`src/rtl/rde_pkg.sv`:
```
// ----------------------------------------------------------------------------
// rde_pkg
// shared constants, types and tables for the radix digit emitter
// ----------------------------------------------------------------------------
package rde_pkg;

  localparam int unsigned INT_BITS        = 31;
  localparam int unsigned MAX_FRAC_DIGITS = 10;
  localparam int unsigned FRAC_BITS       = 32;
  localparam int unsigned BASE_BITS       = 5;
  localparam int unsigned DIGIT_BITS      = 4;
  localparam int unsigned CHAR_BITS       = 7;

  localparam logic [FRAC_BITS-1:0] FRAC_EPS = FRAC_BITS'(42);
  localparam logic [BASE_BITS-1:0] BASE_MIN = BASE_BITS'(2);
  localparam logic [BASE_BITS-1:0] BASE_MAX = BASE_BITS'(16);

  localparam int unsigned STACK_DEPTH = INT_BITS;
  localparam int unsigned SP_W        = $clog2(STACK_DEPTH + 1);
  localparam int unsigned IDX_W       = $clog2(STACK_DEPTH);
  localparam int unsigned FCNT_W      = $clog2(MAX_FRAC_DIGITS + 1);

  // reciprocal precision, one bit beyond the integer width
  localparam int unsigned RW     = INT_BITS + 1;
  localparam int unsigned PROD_W = INT_BITS + RW;

  localparam logic [RW:0] POW = {1'b1, {RW{1'b0}}};

  // floor(2^RW / b), entries below two are never selected
  localparam logic [RW-1:0] RECIP [17] = '{
    RW'(POW / 2),  RW'(POW / 2),  RW'(POW / 2),  RW'(POW / 3),
    RW'(POW / 4),  RW'(POW / 5),  RW'(POW / 6),  RW'(POW / 7),
    RW'(POW / 8),  RW'(POW / 9),  RW'(POW / 10), RW'(POW / 11),
    RW'(POW / 12), RW'(POW / 13), RW'(POW / 14), RW'(POW / 15),
    RW'(POW / 16)
  };

  typedef enum logic [2:0] {
    ST_IDLE,
    ST_MUL,
    ST_DIV,
    ST_POP,
    ST_FRAC
  } state_e;

  function automatic logic [CHAR_BITS-1:0] to_ascii(input logic [DIGIT_BITS-1:0] d);
    logic [CHAR_BITS-1:0] c;
    if (d < DIGIT_BITS'(10)) begin
      c = CHAR_BITS'(7'h30) + CHAR_BITS'(d);
    end else begin
      c = CHAR_BITS'(7'h41) + CHAR_BITS'(d - DIGIT_BITS'(10));
    end
    return c;
  endfunction

endpackage

```
`src/rtl/radix_digit_emitter.sv`:
```
// ----------------------------------------------------------------------------
// radix_digit_emitter
// converts an integer part and a Q0.32 fraction into ASCII digits of radix 2..16
// ----------------------------------------------------------------------------
//
// channel   direction  handshake                    payload
// command   in         start_i while busy_o low     int_value_i, frac_value_i, base_i
// result    out        result_valid_o, one cycle    digit_char_o, frac_part_o, last_digit_o
//
// each integer digit passes through the reciprocal multiplier (multiply, then
// correct and push) and is later popped from the digit stack, plus a final
// step to drain the stack read; each fraction digit comes from a separate
// multiply of the fraction by the base.
// a conversion keeps busy_o high until its last fraction digit is computed. reset
// clears the sequencer only. results cannot be held off: each one stands on the
// ports for exactly one cycle.
//
module radix_digit_emitter (
  input  logic                                 clk_i,
  input  logic                                 rst_ni,
  input  logic                                 start_i,
  output logic                                 busy_o,
  input  logic [rde_pkg::INT_BITS-1:0]         int_value_i,
  input  logic [rde_pkg::FRAC_BITS-1:0]        frac_value_i,
  input  logic [rde_pkg::BASE_BITS-1:0]        base_i,
  output logic                                 result_valid_o,
  output logic [rde_pkg::CHAR_BITS-1:0]        digit_char_o,
  output logic                                 frac_part_o,
  output logic                                 last_digit_o
);

  rde_pkg::state_e state_q, state_d;

  logic [rde_pkg::INT_BITS-1:0]   val_q, val_d;
  logic [rde_pkg::FRAC_BITS-1:0]  frac_q, frac_d;
  logic [rde_pkg::BASE_BITS-1:0]  base_q, base_d;
  logic [rde_pkg::PROD_W-1:0]     prod_q, prod_d;
  logic [rde_pkg::SP_W-1:0]       sp_q, sp_d;
  logic                           pop_vld_q, pop_vld_d;
  logic [rde_pkg::FCNT_W-1:0]     fcnt_q, fcnt_d;

  logic                           vld_q, vld_d;
  logic [rde_pkg::CHAR_BITS-1:0]  char_q, char_d;
  logic                           fpart_q, fpart_d;
  logic                           last_q, last_d;

  logic [rde_pkg::DIGIT_BITS-1:0] stack_mem [rde_pkg::STACK_DEPTH];
  logic [rde_pkg::DIGIT_BITS-1:0] rd_q;
  logic [rde_pkg::IDX_W-1:0]      rd_addr;
  logic                           push;
  logic [rde_pkg::DIGIT_BITS-1:0] push_digit;

  // divide step
  logic [rde_pkg::INT_BITS-1:0]           q_est;
  logic [rde_pkg::INT_BITS+rde_pkg::BASE_BITS-1:0] qb;
  logic [rde_pkg::INT_BITS-1:0]           rem_full;
  logic [rde_pkg::BASE_BITS-1:0]          rem_lo;
  logic                                   rem_ovf;
  logic [rde_pkg::INT_BITS-1:0]           q_fix;
  logic [rde_pkg::DIGIT_BITS-1:0]         int_digit;

  // fraction step
  logic [rde_pkg::FRAC_BITS+rde_pkg::BASE_BITS-1:0] fprod;
  logic [rde_pkg::FRAC_BITS-1:0]          frac_next;
  logic [rde_pkg::DIGIT_BITS-1:0]         frac_digit;
  logic [rde_pkg::FCNT_W-1:0]             fcnt_inc;
  logic                                   frac_more;

  logic [rde_pkg::BASE_BITS-1:0]          base_clamp;

  assign busy_o         = (state_q != rde_pkg::ST_IDLE);
  assign result_valid_o = vld_q;
  assign digit_char_o   = char_q;
  assign frac_part_o    = fpart_q;
  assign last_digit_o   = last_q;

  always_comb begin
    if (base_i < rde_pkg::BASE_MIN) begin
      base_clamp = rde_pkg::BASE_MIN;
    end else if (base_i > rde_pkg::BASE_MAX) begin
      base_clamp = rde_pkg::BASE_MAX;
    end else begin
      base_clamp = base_i;
    end
  end

  // quotient estimate is exact or one low
  assign q_est    = prod_q[rde_pkg::PROD_W-1:rde_pkg::RW];
  assign qb       = q_est * base_q;
  assign rem_full = val_q - qb[rde_pkg::INT_BITS-1:0];
  assign rem_lo   = rem_full[rde_pkg::BASE_BITS-1:0];
  assign rem_ovf  = (rem_lo >= base_q);
  assign q_fix    = rem_ovf ? (q_est + rde_pkg::INT_BITS'(1)) : q_est;
  assign int_digit = rem_ovf ? rde_pkg::DIGIT_BITS'(rem_lo - base_q)
                             : rde_pkg::DIGIT_BITS'(rem_lo);

  assign fprod      = frac_q * base_q;
  assign frac_next  = fprod[rde_pkg::FRAC_BITS-1:0];
  assign frac_digit = fprod[rde_pkg::FRAC_BITS+rde_pkg::DIGIT_BITS-1:rde_pkg::FRAC_BITS];
  assign fcnt_inc   = fcnt_q + rde_pkg::FCNT_W'(1);
  assign frac_more  = (frac_next > rde_pkg::FRAC_EPS) &&
                      (fcnt_inc < rde_pkg::FCNT_W'(rde_pkg::MAX_FRAC_DIGITS));

  // next state
  always_comb begin
    state_d = state_q;
    unique case (state_q)
      rde_pkg::ST_IDLE: begin
        if (start_i) begin
          state_d = rde_pkg::ST_MUL;
        end
      end
      rde_pkg::ST_MUL: begin
        state_d = rde_pkg::ST_DIV;
      end
      rde_pkg::ST_DIV: begin
        state_d = (q_fix == '0) ? rde_pkg::ST_POP : rde_pkg::ST_MUL;
      end
      rde_pkg::ST_POP: begin
        if (sp_q == '0) begin
          state_d = rde_pkg::ST_FRAC;
        end
      end
      rde_pkg::ST_FRAC: begin
        if (!frac_more) begin
          state_d = rde_pkg::ST_IDLE;
        end
      end
      default: state_d = rde_pkg::ST_IDLE;
    endcase
  end

  // datapath and outputs
  always_comb begin
    val_d      = val_q;
    frac_d     = frac_q;
    base_d     = base_q;
    prod_d     = prod_q;
    sp_d       = sp_q;
    pop_vld_d  = 1'b0;
    fcnt_d     = fcnt_q;
    vld_d      = 1'b0;
    char_d     = char_q;
    fpart_d    = fpart_q;
    last_d     = last_q;
    push       = 1'b0;
    push_digit = int_digit;
    rd_addr    = '0;
    unique case (state_q)
      rde_pkg::ST_IDLE: begin
        if (start_i) begin
          val_d  = int_value_i;
          frac_d = frac_value_i;
          base_d = base_clamp;
          sp_d   = '0;
          fcnt_d = '0;
        end
      end
      rde_pkg::ST_MUL: begin
        prod_d = val_q * rde_pkg::RECIP[base_q];
      end
      rde_pkg::ST_DIV: begin
        push  = 1'b1;
        val_d = q_fix;
        sp_d  = sp_q + rde_pkg::SP_W'(1);
      end
      rde_pkg::ST_POP: begin
        if (sp_q != '0) begin
          rd_addr   = rde_pkg::IDX_W'(sp_q - rde_pkg::SP_W'(1));
          sp_d      = sp_q - rde_pkg::SP_W'(1);
          pop_vld_d = 1'b1;
        end
        if (pop_vld_q) begin
          vld_d   = 1'b1;
          char_d  = rde_pkg::to_ascii(rd_q);
          fpart_d = 1'b0;
          last_d  = 1'b0;
        end
      end
      rde_pkg::ST_FRAC: begin
        frac_d  = frac_next;
        fcnt_d  = fcnt_inc;
        vld_d   = 1'b1;
        char_d  = rde_pkg::to_ascii(frac_digit);
        fpart_d = 1'b1;
        last_d  = !frac_more;
      end
      default: begin
      end
    endcase
  end

  always_ff @(posedge clk_i) begin
    if (push) begin
      stack_mem[sp_q[rde_pkg::IDX_W-1:0]] <= push_digit;
    end
    rd_q <= stack_mem[rd_addr];
  end

  always_ff @(posedge clk_i or negedge rst_ni) begin
    if (!rst_ni) begin
      state_q   <= rde_pkg::ST_IDLE;
      sp_q      <= '0;
      pop_vld_q <= 1'b0;
      fcnt_q    <= '0;
      vld_q     <= 1'b0;
    end else begin
      state_q   <= state_d;
      sp_q      <= sp_d;
      pop_vld_q <= pop_vld_d;
      fcnt_q    <= fcnt_d;
      vld_q     <= vld_d;
    end
  end

  always_ff @(posedge clk_i) begin
    val_q   <= val_d;
    frac_q  <= frac_d;
    base_q  <= base_d;
    prod_q  <= prod_d;
    char_q  <= char_d;
    fpart_q <= fpart_d;
    last_q  <= last_d;
  end

endmodule
```
`config.mk`:
```
export PLATFORM = sky130hd
export DESIGN_NAME = radix_digit_emitter
export DESIGN_NICKNAME = d
export VERILOG_FILES = /design/src/rtl/rde_pkg.sv /design/src/rtl/radix_digit_emitter.sv
export SDC_FILE = /design/constraint.sdc
export NUM_CORES = 2
export LEC_CHECK = 0
export ABC_CLOCK_PERIOD_IN_PS = 18800
export CORE_ASPECT_RATIO = 0.9
export CORE_MARGIN = 2
export CORE_UTILIZATION = 28
export CTS_CLUSTER_SIZE = 14
export DETAILED_ROUTE_END_ITERATION = 10
export DONT_BUFFER_PORTS = 1
export MAX_ROUTING_LAYER = met4
export PLACE_DENSITY_LB_ADDON = 0.2
export SLEW_MARGIN = 20
export SYNTH_ARGS = -nofsm -noshare
export SYNTH_HDL_FRONTEND = slang
export SYNTH_SLANG_ARGS = --single-unit
```
`constraint.sdc`:
```
create_clock -name clk_i -period 18.8 [get_ports clk_i]
set_input_delay 1.88 -clock clk_i [delete_from_list [all_inputs] [get_ports clk_i]]
set_output_delay 1.88 -clock clk_i [all_outputs]
set_load 0.02 [all_outputs]
```
==> Implementation_results.wiki <==
{| class="wikitable"
! Metric !! Value
|-
| Max Transition Viols Final || 0
|-
| I/O Buffers || 0
|-
| Min-delay worst type || flip-flop to flip-flop
|-
| Number of inserted filler cells in the final layout || 17.4k
|-
| Starting density of the core || 0.283
|-
| Critical path launch point type || flip-flop
|-
| DR iter-0 viols || 2650
|-
| Die area || 0.172 mm²
|-
| Layout overhead on the synthesized area || 7.98%
|-
| Post-synth net total || 6194
|-
| Cell repeated most along the worst path || sky130_fd_sc_hd__fa_1
|-
| Library cells used by synthesis || 86
|-
| Final total negative setup slack || 0 ns
|-
| Run status || finished clean
|-
| Final routed wirelength across all metal layers || 158000 µm
|-
| Flop2flop setup slack || 7.69 ns
|-
| H-tree depth || 1
|-
| Share of synthesized registers carrying an async set or reset || 0.0560
|-
| Max-cap check violation count || 0
|-
| GPL Wtd Cong || ~0.91
|-
| Cts repair resizes || 0
|-
| Worst hold margin || 0.514 ns
|-
| Num Clock Sinks || 250
|-
| TritonCTS clock tree || built
|-
| Req. time, crit path || 19.13 ns
|-
| Die extent in y || roughly 400 µm
|-
| Flops & latches, synth || 250
|-
| Most used flip-flop cell after synthesis || sky130_fd_sc_hd__edfxtp_1
|-
| Crit path launch || base_q[1]
|-
| Maximum clock skew at final layout || 0.0682 ns
|-
| Portion of the clock cycle consumed by the worst path in the final layout || 0.591
|-
| Pin count of the biggest net entering global routing || 73
|-
| Count of antenna-violating nets left after detailed routing || 0
|-
| Number of global-route vias before repair || 35.8k
|-
| Net count reported at finish || 6080
|-
| Post-synthesis cell count || 4833
|-
| TritonCTS Buffers || 30
|-
| Post-CTS clock slew at the launch and capture registers of the worst setup and hold paths || 0.07 ns
|-
| Average cell area after synthesis || 9.76 µm²
|-
| Clk Tree Root Cell || sky130_fd_sc_hd__clkbuf_16
|-
| M1 GR Usage || 0.278
|-
| Largest stage delay on the critical path || 0.60 ns
|-
| Cell type contributing the most total cell area after synthesis || sky130_fd_sc_hd__fa_1
|-
| Unrepaired setup endpoints after global routing || no
|-
| Boundary Pins || 82
|-
| Die width || 437 µm
|-
| Setup bufs post-CTS || 0
|-
| Worst slew pin tran || ~1.2 ns
|-
| Ratio of routed vias to standard cells || 4.72
|-
| Type of the setup path with the least slack || flip-flop to flip-flop
|-
| Avg WL per Cell || 22.6 µm
|-
| Final hold viol count || 0
|-
| Cts-stage hold buffer count || 0
|-
| Synthesized area || 0.0472 mm²
|-
| Met2 Use GR || 0.292
|-
| EDFF count, synth || 232
|-
| Min-delay src || fcnt_q[3]
|-
| Sequential share of the synthesized area || 0.157
|-
| RR Startpoint || base_q[1]
|-
| First-pass iteration count of the detailed router || 7
|-
| Data arrival time of the critical path || about 11 ns
|-
| Most Used Layer, Global Route || met2
|-
| Top cells by area, synth || sky130_fd_sc_hd__fa_1 (40%), sky130_fd_sc_hd__edfxtp_1 (15%), sky130_fd_sc_hd__ha_1 (9.0%), sky130_fd_sc_hd__inv_1 (8.2%), sky130_fd_sc_hd__nand2_1 (5.4%)
|-
| Core Area || between 0.15 and 0.2 mm²
|-
| Source-to-sink clock delay at the later pin of the worst-skew pair || between 0.6 and 0.7 ns
|-
| Worst slew margin relative to its limit || 0.180
|-
| Worst setup EP type || flip-flop
|-
| Post-route DRC violation count || 0
|-
| Minimum clock period after layout || around 11 ns
|-
| Number of cell rows || 142
|-
| Peak Freq || between 0.09 and 0.1 GHz
|-
| GRT Total Usage || 0.192
|-
| Congestion Overflow GR || 0
|-
| Routed via count || 33.0k
|-
| Crit path max-delay cell type || sky130_fd_sc_hd__buf_4
|-
| Setup-violating endpoint count in the final report || 0
|-
| Area share of the leading cell type in the synthesized netlist || 0.403
|-
| Number of antenna violations at the first check in global routing || 10
|-
| Met3 Use GR || 0.0272
|-
| Maximum fanout along the worst path || 43
|-
| Fraction of final layout cells sized beyond drive strength 1 || 0.0481
|-
| Warning count from the yosys run || 0
|-
| First-pass GRT wire length || 241000 µm
|-
| Max clock buf depth || 3
|-
| Detailed-placement wirelength estimate || 122000 µm
|}
[layout make-up]
class,instances,area [µm²],share of cell area
inverters,1035,3880,0.0763
clock inverters,23,279,0.00548
diodes,5,12.5,0.000246
well taps,2232,2790,0.0548
repair buffers,71,533,0.0105
clock buffers,33,762,0.0150
flip-flops and latches,250,7400,0.145
multi-input cells,3331,35300,0.693
[synthesized netlist by cell type (all sizes together), types with 5 or more instances]
library cell	number
dfrtp	14
xnor2	86
nor3	27
o21bai	19
mux2i	12
nor2	120
a311oi	7
and3	33
fa	950
o21ai	121
nand2b	19
a21oi	124
and2	374
a31o	5
mux4	28
ha	340
nand2	674
a31oi	14
buf	23
nor2b	16
o31ai	9
clkbuf	194
nor3b	6
mux2	19
a2111oi	6
edfxtp	232
nand3b	7
nand4	31
a21o	42
o211ai	18
inv	1034
o22ai	7
o21a	13
or2	7
or3	9
nor4	10
nand3	59
a211oi	11
xor2	53
a211o	5
[registers in the layout, summed over array words and instances, names as in the netlist, 3 cells and up]
signal	flops
fcnt_q	4
state_q	3
frac_q	32
prod_q	31
base_q	5
stack_mem	124
sp_q	5
digit_char_o	7
val_q	31
rd_q	4
[worst max-delay path, delay by kind of cell (launching register included)]
| kind | cells | cell delay (ns) |
|---|---|---|
| fa+ha+maj | 10 | 5.05 |
| compound gates | 7 | 2.11 |
| simple gates | 6 | 1.72 |
| buf+inv | 4 | 1.35 |
| flops | 1 | 0.32 |
| xor+xnor | 1 | 0.15 |
[logic make-up (layout without fill, tap and decap cells)]
logic type	after synthesis	after routing	synth area share
flip-flops	250	250	0.157
AO/OA/AOI/OAI	439	439	0.0600
AND/OR/NAND/NOR	1404	1404	0.143
other	0	5	0
XOR/XNOR	139	139	0.0258
adder cells (fa/ha/maj)	1290	1290	0.493
multiplexers	59	59	0.0204
buffers and inverters	1252	1162	0.100
[metal layers]
layer  share of wire  vias to the layer above
met3           0.067                      128
met1            0.47                    17200
met4           0.014                        0
met5               0                        -
met2            0.45                      959
li1                -                    14700
[placed cells by master (no fill, tap or decap), types with 25 or more instances in the layout]
master / count
sky130_fd_sc_hd__nand2_1: 672
sky130_fd_sc_hd__xnor2_1: 86
sky130_fd_sc_hd__and3_1: 33
sky130_fd_sc_hd__fa_1: 950
sky130_fd_sc_hd__nand3_1: 58
sky130_fd_sc_hd__a21oi_1: 111
sky130_fd_sc_hd__and2_1: 374
sky130_fd_sc_hd__clkbuf_16: 30
sky130_fd_sc_hd__xor2_1: 53
sky130_fd_sc_hd__inv_1: 1034
sky130_fd_sc_hd__nor2_1: 113
sky130_fd_sc_hd__buf_4: 71
sky130_fd_sc_hd__ha_1: 340
sky130_fd_sc_hd__nand4_1: 31
sky130_fd_sc_hd__nor3_1: 25
sky130_fd_sc_hd__mux4_2: 28
sky130_fd_sc_hd__a21o_1: 42
sky130_fd_sc_hd__o21ai_0: 113
sky130_fd_sc_hd__edfxtp_1: 232
[path summary, 6_finish.rpt]
check,endpoint,depth (start not counted)
max in group asynchronous,state_q[0],0
min in group asynchronous,pop_vld_q,0
worst min-delay path,fcnt_q[3],2
worst min register to register,fcnt_q[3],2
worst max register to register,prod_q[62],28
worst max-delay path,prod_q[62],28
[stage by stage]
stage / std cells / instance area (µm²) / worst slack [ns] / util
6_report: 6980 / 50900 / 7.69 / 0.305
5_1_grt: 6976 / 50900 / 7.22 / 0.305
4_1_cts: 6975 / 50900 / 7.68 / 0.305
3_5_place_dp: 6919 / 49900 / 7.82 / 0.299
3_3_place_gp: 6919 / 49900 / 7.95 / 0.299
2_1_floorplan: 4833 / 47200 / 10.08 / -
Power is not shown: default switching activity piles up to over one toggle a cycle in this logic, so the estimate is an artifact.
